<file path="src/design/ppl_pkg.sv">
// shared types, widths and codes for the payload length calculator
package ppl_pkg;

  // field widths
  localparam int CNT_W    = 21;
  localparam int PAY_W    = 18;
  localparam int PAD_W    = 6;
  localparam int BPS_W    = 7;
  localparam int BIDX_W   = 6;
  localparam int SPW_W    = 4;
  localparam int ITEM_W   = 22;
  localparam int OPA_W    = 23;
  localparam int RCP_W    = 29;
  localparam int RCP_SHIFT = 28;
  localparam int PROD_W   = 52;
  localparam int TB_W     = 29;
  localparam int TOT_W    = 20;
  localparam int WIN_W    = 16;
  localparam int PF_W     = 27;
  localparam int USED_W   = 11;
  localparam int TDATA_W  = 48;
  localparam int TUSER_IN_W  = 2;
  localparam int TUSER_OUT_W = 2;

  // command codes
  localparam logic CMD_TO_PAYLOAD = 1'b0;
  localparam logic CMD_TO_SAMPLES = 1'b1;

  // configuration register indexes
  localparam logic [1:0] CFG_BPS  = 2'd0;
  localparam logic [1:0] CFG_CPLX = 2'd1;
  localparam logic [1:0] CFG_PEFF = 2'd2;

  // packing constants
  localparam logic [BPS_W-1:0] BPS_MIN     = 7'd1;
  localparam logic [BPS_W-1:0] BPS_MAX     = 7'd64;
  localparam logic [BPS_W-1:0] BPS_RESET   = 7'd16;
  localparam logic [BPS_W-1:0] WORD32_BITS = 7'd32;
  localparam logic [BPS_W-1:0] WORD64_BITS = 7'd64;

  typedef enum logic [1:0] {
    ST_OK  = 2'd0,
    ST_OVF = 2'd1,
    ST_UNF = 2'd2
  } status_t;

  typedef struct packed {
    logic [BPS_W-1:0] bps;
    logic             cplx;
    logic             peff;
  } cfg_t;

  typedef struct packed {
    logic             cmd;
    logic             count_scalar;
    logic [CNT_W-1:0] sample_count;
    logic [PAY_W-1:0] payload_bytes;
    logic [PAD_W-1:0] pad_bits;
  } item_t;

  // stage 1: decoded packing and multiplier operands
  typedef struct packed {
    logic             cmd;
    logic             pk;
    logic             wide;
    logic             mult2;
    logic             zero;
    logic             unf;
    logic [SPW_W-1:0] spw;
    logic [BPS_W-1:0] bps;
    logic [OPA_W-1:0] opa;
    logic [RCP_W-1:0] opb;
    logic [TOT_W-1:0] total;
  } prep_t;

  // stage 2: product
  typedef struct packed {
    prep_t             p;
    logic [PROD_W-1:0] prod;
  } mul_t;

  // stage 3: quotient decoded
  typedef struct packed {
    logic             cmd;
    logic             zero;
    logic             pk;
    logic             wide;
    logic [BPS_W-1:0] bps;
    logic [OPA_W-1:0] n;
    logic [OPA_W-1:0] qs;
    logic [PF_W-1:0]  pay_full;
    logic [4:0]       pad_pk;
    logic [CNT_W-1:0] scount;
    status_t          st;
  } mid_t;

  typedef struct packed {
    logic [CNT_W-1:0] scount;
    logic [PAY_W-1:0] pay;
    logic [PAD_W-1:0] pad;
    status_t          status;
  } result_t;

endpackage

</file>
<file path="src/design/packet_payload_length_calculator.sv">
// top level of the payload length calculator: config registers and pipeline control
//
//  channel  | dir | beat holds
//  s_axis   | in  | tdata: sample count, payload bytes, pad bits; tuser: cmd, count_scalar
//  m_axis   | out | tdata: sample count, payload bytes, pad bits; tuser: status
//  cfg      | in  | cfg_index selects the register, cfg_data is its new value
//
//  one beat per cycle sustained while m_axis_tready is high
//  a result passes through the four register stages around the 23 x 29 multiplier
//  rst clears the stage valid bits and loads packing 16, real, link efficient
//  m_axis_tready low holds the result; empty stages upstream still fill
//  cfg_ready is always high
module packet_payload_length_calculator import ppl_pkg::*; #(
  parameter int MAX_PAYLOAD_BYTES = 262140
) (
  input  logic                   clk,
  input  logic                   rst,
  input  logic                   s_axis_tvalid,
  output logic                   s_axis_tready,
  // [20:0] sample_count_in, [38:21] payload_bytes_in, [44:39] pad_bits_in, [47:45] zero
  input  logic [TDATA_W-1:0]     s_axis_tdata,
  // [0] cmd, [1] count_scalar
  input  logic [TUSER_IN_W-1:0]  s_axis_tuser,
  output logic                   m_axis_tvalid,
  input  logic                   m_axis_tready,
  // [20:0] sample_count_out, [38:21] payload_bytes_out, [44:39] pad_bits_out, [47:45] zero
  output logic [TDATA_W-1:0]     m_axis_tdata,
  // [1:0] status
  output logic [TUSER_OUT_W-1:0] m_axis_tuser,
  input  logic                   cfg_valid,
  output logic                   cfg_ready,
  input  logic [1:0]             cfg_index,
  input  logic [BPS_W-1:0]       cfg_data
);

  cfg_t    cfg;
  item_t   item;
  prep_t   prep_q;
  mul_t    mul_q;
  result_t res;

  logic v1, v2, v3, v4;
  logic rdy1, rdy2, rdy3, rdy4;

  // configuration registers
  assign cfg_ready = 1'b1;

  always_ff @(posedge clk) begin
    if (rst) begin
      cfg.bps  <= BPS_RESET;
      cfg.cplx <= 1'b0;
      cfg.peff <= 1'b0;
    end else if (cfg_valid && cfg_ready) begin
      case (cfg_index)
        CFG_BPS:  cfg.bps  <= cfg_data;
        CFG_CPLX: cfg.cplx <= cfg_data[0];
        CFG_PEFF: cfg.peff <= cfg_data[0];
        default: ;
      endcase
    end
  end

  // unpack the input beat
  assign item.cmd           = s_axis_tuser[0];
  assign item.count_scalar  = s_axis_tuser[1];
  assign item.sample_count  = s_axis_tdata[20:0];
  assign item.payload_bytes = s_axis_tdata[38:21];
  assign item.pad_bits      = s_axis_tdata[44:39];

  // per-stage ready: a stage loads when empty or when its successor moves
  assign rdy4 = ~v4 | m_axis_tready;
  assign rdy3 = ~v3 | rdy4;
  assign rdy2 = ~v2 | rdy3;
  assign rdy1 = ~v1 | rdy2;
  assign s_axis_tready = rdy1;

  // valid bits travel with the data
  always_ff @(posedge clk) begin
    if (rst) begin
      v1 <= 1'b0;
      v2 <= 1'b0;
      v3 <= 1'b0;
      v4 <= 1'b0;
    end else begin
      if (rdy1) v1 <= s_axis_tvalid;
      if (rdy2) v2 <= v1;
      if (rdy3) v3 <= v2;
      if (rdy4) v4 <= v3;
    end
  end

  ppl_prep u_prep (
    .clk  (clk),
    .en   (rdy1),
    .cfg  (cfg),
    .item (item),
    .q    (prep_q)
  );

  ppl_mul u_mul (
    .clk (clk),
    .en  (rdy2),
    .d   (prep_q),
    .q   (mul_q)
  );

  ppl_post #(
    .MAX_PAYLOAD_BYTES (MAX_PAYLOAD_BYTES)
  ) u_post (
    .clk    (clk),
    .en_mid (rdy3),
    .en_out (rdy4),
    .d      (mul_q),
    .res    (res)
  );

  // pack the output beat
  assign m_axis_tvalid = v4;
  assign m_axis_tdata  = {3'b000, res.pad, res.pay, res.scount};
  assign m_axis_tuser  = res.status;

endmodule

</file>
<file path="src/design/ppl_prep.sv">
// input stage: packing decode, reciprocal tables and multiplier operand select
module ppl_prep import ppl_pkg::*; (
  input  logic  clk,
  input  logic  en,
  input  cfg_t  cfg,
  input  item_t item,
  output prep_t q
);

  logic [RCP_W-1:0] rcp_bps [1 << BIDX_W];
  logic [RCP_W-1:0] rcp_spw [1 << BIDX_W];
  logic [SPW_W-1:0] spw_tbl [1 << BIDX_W];

  logic [BPS_W-1:0]  bps_eff;
  logic [BIDX_W-1:0] bidx;
  logic              pow2;
  logic              pk;
  logic              wide;
  logic              mult2;
  logic [ITEM_W-1:0] items;
  logic [CNT_W-1:0]  pay_bits;
  logic [CNT_W-1:0]  avail;
  logic              unf;
  logic [WIN_W-1:0]  words_in;
  logic [SPW_W-1:0]  spw;
  logic [OPA_W-1:0]  opa;
  logic [RCP_W-1:0]  opb;

  // constant tables per packing size: ceil(2^28/d), samples per word and its reciprocal
  for (genvar g = 0; g < (1 << BIDX_W); g++) begin : g_tbl
    localparam int unsigned D   = g + 1;
    localparam int unsigned SPW = ((D > 32) ? 64 : 32) / D;
    localparam int unsigned RB  = ((1 << RCP_SHIFT) + D - 1) / D;
    localparam int unsigned RS  = ((1 << RCP_SHIFT) + SPW - 1) / SPW;
    assign rcp_bps[g] = RCP_W'(RB);
    assign rcp_spw[g] = RCP_W'(RS);
    assign spw_tbl[g] = SPW_W'(SPW);
  end

  // clamp packing size to 1..64
  always_comb begin
    if (cfg.bps == '0) begin
      bps_eff = BPS_MIN;
    end else if (cfg.bps > BPS_MAX) begin
      bps_eff = BPS_MAX;
    end else begin
      bps_eff = cfg.bps;
    end
  end

  assign bidx  = BIDX_W'(bps_eff - BPS_MIN);
  assign pow2  = (bps_eff & (bps_eff - BPS_MIN)) == '0;
  assign pk    = pow2 | ~cfg.peff;
  assign wide  = ~pk & (bps_eff > WORD32_BITS);
  assign mult2 = cfg.cplx & ~item.count_scalar;
  assign spw   = spw_tbl[bidx];

  // packed item count and usable payload bits
  assign items    = mult2 ? {item.sample_count, 1'b0} : {1'b0, item.sample_count};
  assign pay_bits = {item.payload_bytes, 3'b000};
  assign unf      = CNT_W'(item.pad_bits) > pay_bits;
  assign avail    = pay_bits - CNT_W'(item.pad_bits);
  assign words_in = wide ? WIN_W'(item.payload_bytes >> 3) : WIN_W'(item.payload_bytes >> 2);

  // operand select for the shared multiplier
  always_comb begin
    if (item.cmd == CMD_TO_PAYLOAD) begin
      if (pk) begin
        opa = OPA_W'(items);
        opb = RCP_W'(bps_eff);
      end else begin
        opa = OPA_W'(items) + OPA_W'(spw) - OPA_W'(1);
        opb = rcp_spw[bidx];
      end
    end else begin
      opb = rcp_bps[bidx];
      if (pk) begin
        opa = OPA_W'(avail);
      end else begin
        opa = OPA_W'(item.pad_bits);
      end
    end
  end

  always_ff @(posedge clk) begin
    if (en) begin
      q.cmd   <= item.cmd;
      q.pk    <= pk;
      q.wide  <= wide;
      q.mult2 <= mult2;
      q.zero  <= item.sample_count == '0;
      q.unf   <= unf;
      q.spw   <= spw;
      q.bps   <= bps_eff;
      q.opa   <= opa;
      q.opb   <= opb;
      q.total <= TOT_W'(spw) * TOT_W'(words_in);
    end
  end

endmodule

</file>
<file path="src/design/ppl_mul.sv">
// multiplier stage: one 23 x 29 product per beat
module ppl_mul import ppl_pkg::*; (
  input  logic  clk,
  input  logic  en,
  input  prep_t d,
  output mul_t  q
);

  always_ff @(posedge clk) begin
    if (en) begin
      q.p    <= d;
      q.prod <= PROD_W'(d.opa) * PROD_W'(d.opb);
    end
  end

endmodule

</file>
<file path="src/design/ppl_post.sv">
// quotient decode, remainder and pad, overflow saturation and result select
module ppl_post import ppl_pkg::*; #(
  parameter int MAX_PAYLOAD_BYTES = 262140
) (
  input  logic    clk,
  input  logic    en_mid,
  input  logic    en_out,
  input  mul_t    d,
  output result_t res
);

  localparam int MAX4 = (MAX_PAYLOAD_BYTES / 4) * 4;
  localparam int MAX8 = (MAX_PAYLOAD_BYTES / 8) * 8;

  logic [OPA_W-1:0]  quo;
  logic [TB_W-1:0]   tbits;
  logic [TB_W:0]     tb_up;
  logic [PF_W-1:0]   pay_full;
  logic [OPA_W-1:0]  tot_ext;
  logic [CNT_W-1:0]  scount;
  status_t           st;
  mid_t              m;

  logic [SPW_W-1:0]  rem;
  logic [SPW_W-1:0]  last;
  logic [USED_W-1:0] used;
  logic [BPS_W-1:0]  wbits;
  logic [PAD_W-1:0]  pad_np;
  logic              ovf;
  result_t           res_next;

  // quotient from the reciprocal product, bit total from the plain product
  assign quo     = d.prod[RCP_SHIFT +: OPA_W];
  assign tbits   = d.prod[TB_W-1:0];
  assign tb_up   = (TB_W + 1)'(tbits) + (TB_W + 1)'(31);
  assign tot_ext = OPA_W'(d.p.total);

  // payload before saturation
  always_comb begin
    if (d.p.pk) begin
      pay_full = PF_W'({tb_up[TB_W:5], 2'b00});
    end else if (d.p.wide) begin
      pay_full = PF_W'({quo, 3'b000});
    end else begin
      pay_full = PF_W'({quo, 2'b00});
    end
  end

  // sample count for the payload to samples command
  always_comb begin
    scount = '0;
    st     = ST_OK;
    if (d.p.unf) begin
      st = ST_UNF;
    end else if (d.p.pk) begin
      scount = CNT_W'(quo >> d.p.mult2);
    end else if (quo > tot_ext) begin
      st = ST_UNF;
    end else begin
      scount = CNT_W'((tot_ext - quo) >> d.p.mult2);
    end
  end

  always_ff @(posedge clk) begin
    if (en_mid) begin
      m.cmd      <= d.p.cmd;
      m.zero     <= d.p.zero;
      m.pk       <= d.p.pk;
      m.wide     <= d.p.wide;
      m.bps      <= d.p.bps;
      m.n        <= d.p.opa;
      m.qs       <= OPA_W'(quo * OPA_W'(d.p.spw));
      m.pay_full <= pay_full;
      m.pad_pk   <= 5'(5'd0 - tbits[4:0]);
      m.scount   <= scount;
      m.st       <= st;
    end
  end

  // items in the last word and the pad they leave
  assign rem    = SPW_W'(m.n - m.qs);
  assign last   = rem + SPW_W'(1);
  assign used   = USED_W'(last) * USED_W'(m.bps);
  assign wbits  = m.wide ? WORD64_BITS : WORD32_BITS;
  assign pad_np = PAD_W'(wbits - BPS_W'(used));
  assign ovf    = m.pay_full > PF_W'(MAX_PAYLOAD_BYTES);

  // final select per command
  always_comb begin
    res_next = '{scount: '0, pay: '0, pad: '0, status: ST_OK};
    if (m.cmd == CMD_TO_SAMPLES) begin
      res_next.scount = m.scount;
      res_next.status = m.st;
    end else if (m.zero) begin
      res_next.status = ST_OK;
    end else if (ovf) begin
      res_next.pay    = m.wide ? PAY_W'(MAX8) : PAY_W'(MAX4);
      res_next.status = ST_OVF;
    end else begin
      res_next.pay = PAY_W'(m.pay_full);
      res_next.pad = m.pk ? PAD_W'(m.pad_pk) : pad_np;
    end
  end

  always_ff @(posedge clk) begin
    if (en_out) begin
      res <= res_next;
    end
  end

endmodule

</file>
<file path="config.mk">
export PLATFORM = sky130hd
export DESIGN_NAME = packet_payload_length_calculator
export DESIGN_NICKNAME = d
export VERILOG_FILES = /design/src/design/ppl_pkg.sv /design/src/design/packet_payload_length_calculator.sv /design/src/design/ppl_prep.sv /design/src/design/ppl_mul.sv /design/src/design/ppl_post.sv
export SDC_FILE = /design/constraint.sdc
export NUM_CORES = 2
export LEC_CHECK = 0
export ABC_AREA = 1
export BUFFER_PORTS_ARGS = -buffer_cell sky130_fd_sc_hd__buf_4
export CAP_MARGIN = 20
export CORE_UTILIZATION = 55
export DETAILED_ROUTE_END_ITERATION = 16
export HOLD_SLACK_MARGIN = 0.03
export MAX_ROUTING_LAYER = met4
export PLACE_DENSITY = 0.72
export SETUP_SLACK_MARGIN = 0.5
export SYNTH_ARGS = -nofsm -noshare
export SYNTH_HDL_FRONTEND = slang
export SYNTH_HIERARCHICAL = 1
export SYNTH_SLANG_ARGS = --single-unit
export TNS_END_PERCENT = 1
</file>
<file path="constraint.sdc">
create_clock -name clk -period 6.8 [get_ports clk]
set_input_delay 0.34 -clock clk [delete_from_list [all_inputs] [get_ports clk]]
set_output_delay 0.34 -clock clk [all_outputs]
set_load 0.01 [all_outputs]
</file>
==> results.txt <==
Avg Cell Area, Syn = 7.49 µm²
# nets final = 7142
Remaining DRCs = 26
First-pass DRT Iterations = 12
cell at the slowest stage of the critical path = fa_1
GR Overflow Total = 0
pre-CTS WS = 220 ps
wire per inst = 18.3 µm
CTS sink count = 307
Slew headroom = 0.277
synth-to-layout area growth = 12.4%
Clock Path Buffers = 3
crit path DAT = 6530 ps
largest net degree at the start of global routing = 72
count of final max-slew check failures = 0
final worst setup slack = 592 ps
input/output buffers = 107
Hold Path Class = in -> reg
Sum Neg Setup Slack = 0 ps
Final period util = 0.913
number of global-route vias before repair = 38425
failing checks = design-rule violations
Die X = 288 µm
RR Startpoint = u_prep/q[62]
final wirelength = 133 mm
Endpoint, Worst Hold = cfg[3]
startpoint types = flop
Die Y = 288 µm
Hold Crit Depth = 3
most common cell after layout, fill and taps aside = nand2_1
die area = 83200 µm²
dpl cells = 7163
Yosys warnings = 6
final setup fails = 0
WP data required = 7120 ps
# rows = 104
Slew @ Worst Pin = 1090 ps
global-route wire length before repair = 206 mm
Via Count = 38796
cell area after synthesis = 45100 µm²
CP max FO = 7
fmax = 0.161 GHz
critical path cell sequence = buf_6, clkbuf_16, nand2_1, fa_1, fa_1, fa_1, fa_1, fa_1, fa_1, fa_1, inv_1, ha_4, nand2_2, buf_4, nor2_4, inv_2, nor2_4, nand2_2, nand2_1, nand2_1, nand4_1, nand2_1
outcome = finished, violations left
1st-iter DRT viols = 3032
MaxCap Viol Count = 0
antenna violations before repair = 0
Crit Path Class = reg -> reg
CP endpoint kind = flop
synthesized instance count = 6025
Reg2Reg Depth = 22
Fin. Hold Viols = 0
Routed Antenna Nets = 0
worst reg-to-reg setup slack = 590 ps
area of the multi-input gates = 30100 µm²
GRT Total Usage = 0.331
ratio of cells with drive above 1 in the final layout = 0.112
final worst path period need = 6210 ps
unrepaired setup endpoints after global routing = true
vias per cell = 5.33
Placer Congestion = 0.998
Inserted Clock Buffers = 36
Initial Util = 0.559
Worst-path clk slew = 70 ps
Worst Skew = 39.7 ps
hpwl dp = 105 mm
most frequent cells in the layout = nand2_1, inv_1, fa_1
Fillers = 7060
IO Pins = 117
CP peak stage delay = 560 ps
CTS tree = built
H-tree levels = 2
RR Endpoint = u_mul/q[49]
Core Area = 80800 µm²
Final Non-Filler Cells = 7279
CTS root buffer = clkbuf_16
hold path start = cfg_data[1]
Reg area = 9090 µm²
cell mode on critical path = fa_1
clk_lat worst skew = 580 ps
worst max path at each step:
stage | startpoint | endpoint | cells past startpoint
6_report | u_prep/q[62] | u_mul/q[49] | 22
4_1_cts | u_prep/q[71] | u_mul/q[44] | 22
3_3_place_gp | u_prep/q[40] | u_mul/q[39] | 26
5_1_grt | u_prep/q[62] | u_mul/q[43] | 24
3_5_place_dp | u_prep/q[39] | u_mul/q[39] | 26
2_1_floorplan | u_prep/q[62] | u_mul/q[41] | 26
state kept, by name, indices dropped and copies added (netlist names):
| signal | cells |
|---|---|
| m_axis_tvalid | 1 |
| v3 | 1 |
| v2 | 1 |
| u_post/res | 45 |
| u_prep/q | 88 |
| v1 | 1 |
| u_mul/q | 91 |
| u_post/m | 70 |
| cfg | 9 |
metrics by stage:
step,instance area [µm²],util,hold WS [ps]
floorplan,45200,-,400
global placement,48100,0.595,401
detailed placement,48100,0.595,405
CTS,49500,0.613,35.3
global route,50800,0.628,43.0
finish,50800,0.628,46.5
cell type report:
type	count	area share
clock buffer	43	0.0187
inverter	1581	0.117
sequential	307	0.179
clock inverter	20	0.00303
tap	1060	0.0261
multi-input combinational	3933	0.593
timing repair buffer	334	0.0626
antenna	1	0.0000493
timing repair:
action / CTS / global route
endpoints found under the setup margin: 33 / 34
hold endpoints to repair: 5 / 0
gates resized for setup: 10 / 230
gates cloned: 0 / 6
hold buffers: 3 / 0
pin swaps: 1 / 101
buffers inserted: 18 / 24
routing by layer:
metal | up-vias | track usage | routed length [µm]
met5 | - | - | 0
met4 | 0 | 0.129 | 6040
met3 | 312 | 0.0442 | 10600
met2 | 1674 | 0.515 | 60700
met1 | 18538 | 0.439 | 56000
li1 | 18272 | - | -
worst max-delay path: cells and delay by family (launching register included):
family | cells | cell delay, ps
adder cells (fa/ha/maj) | 8 | 3950
buffers and inverters | 5 | 680
flip-flops | 1 | 490
AND/OR/NAND/NOR | 9 | 890
Power is not shown: default switching activity piles up to over one toggle a cycle in this logic, so the estimate is an artifact.
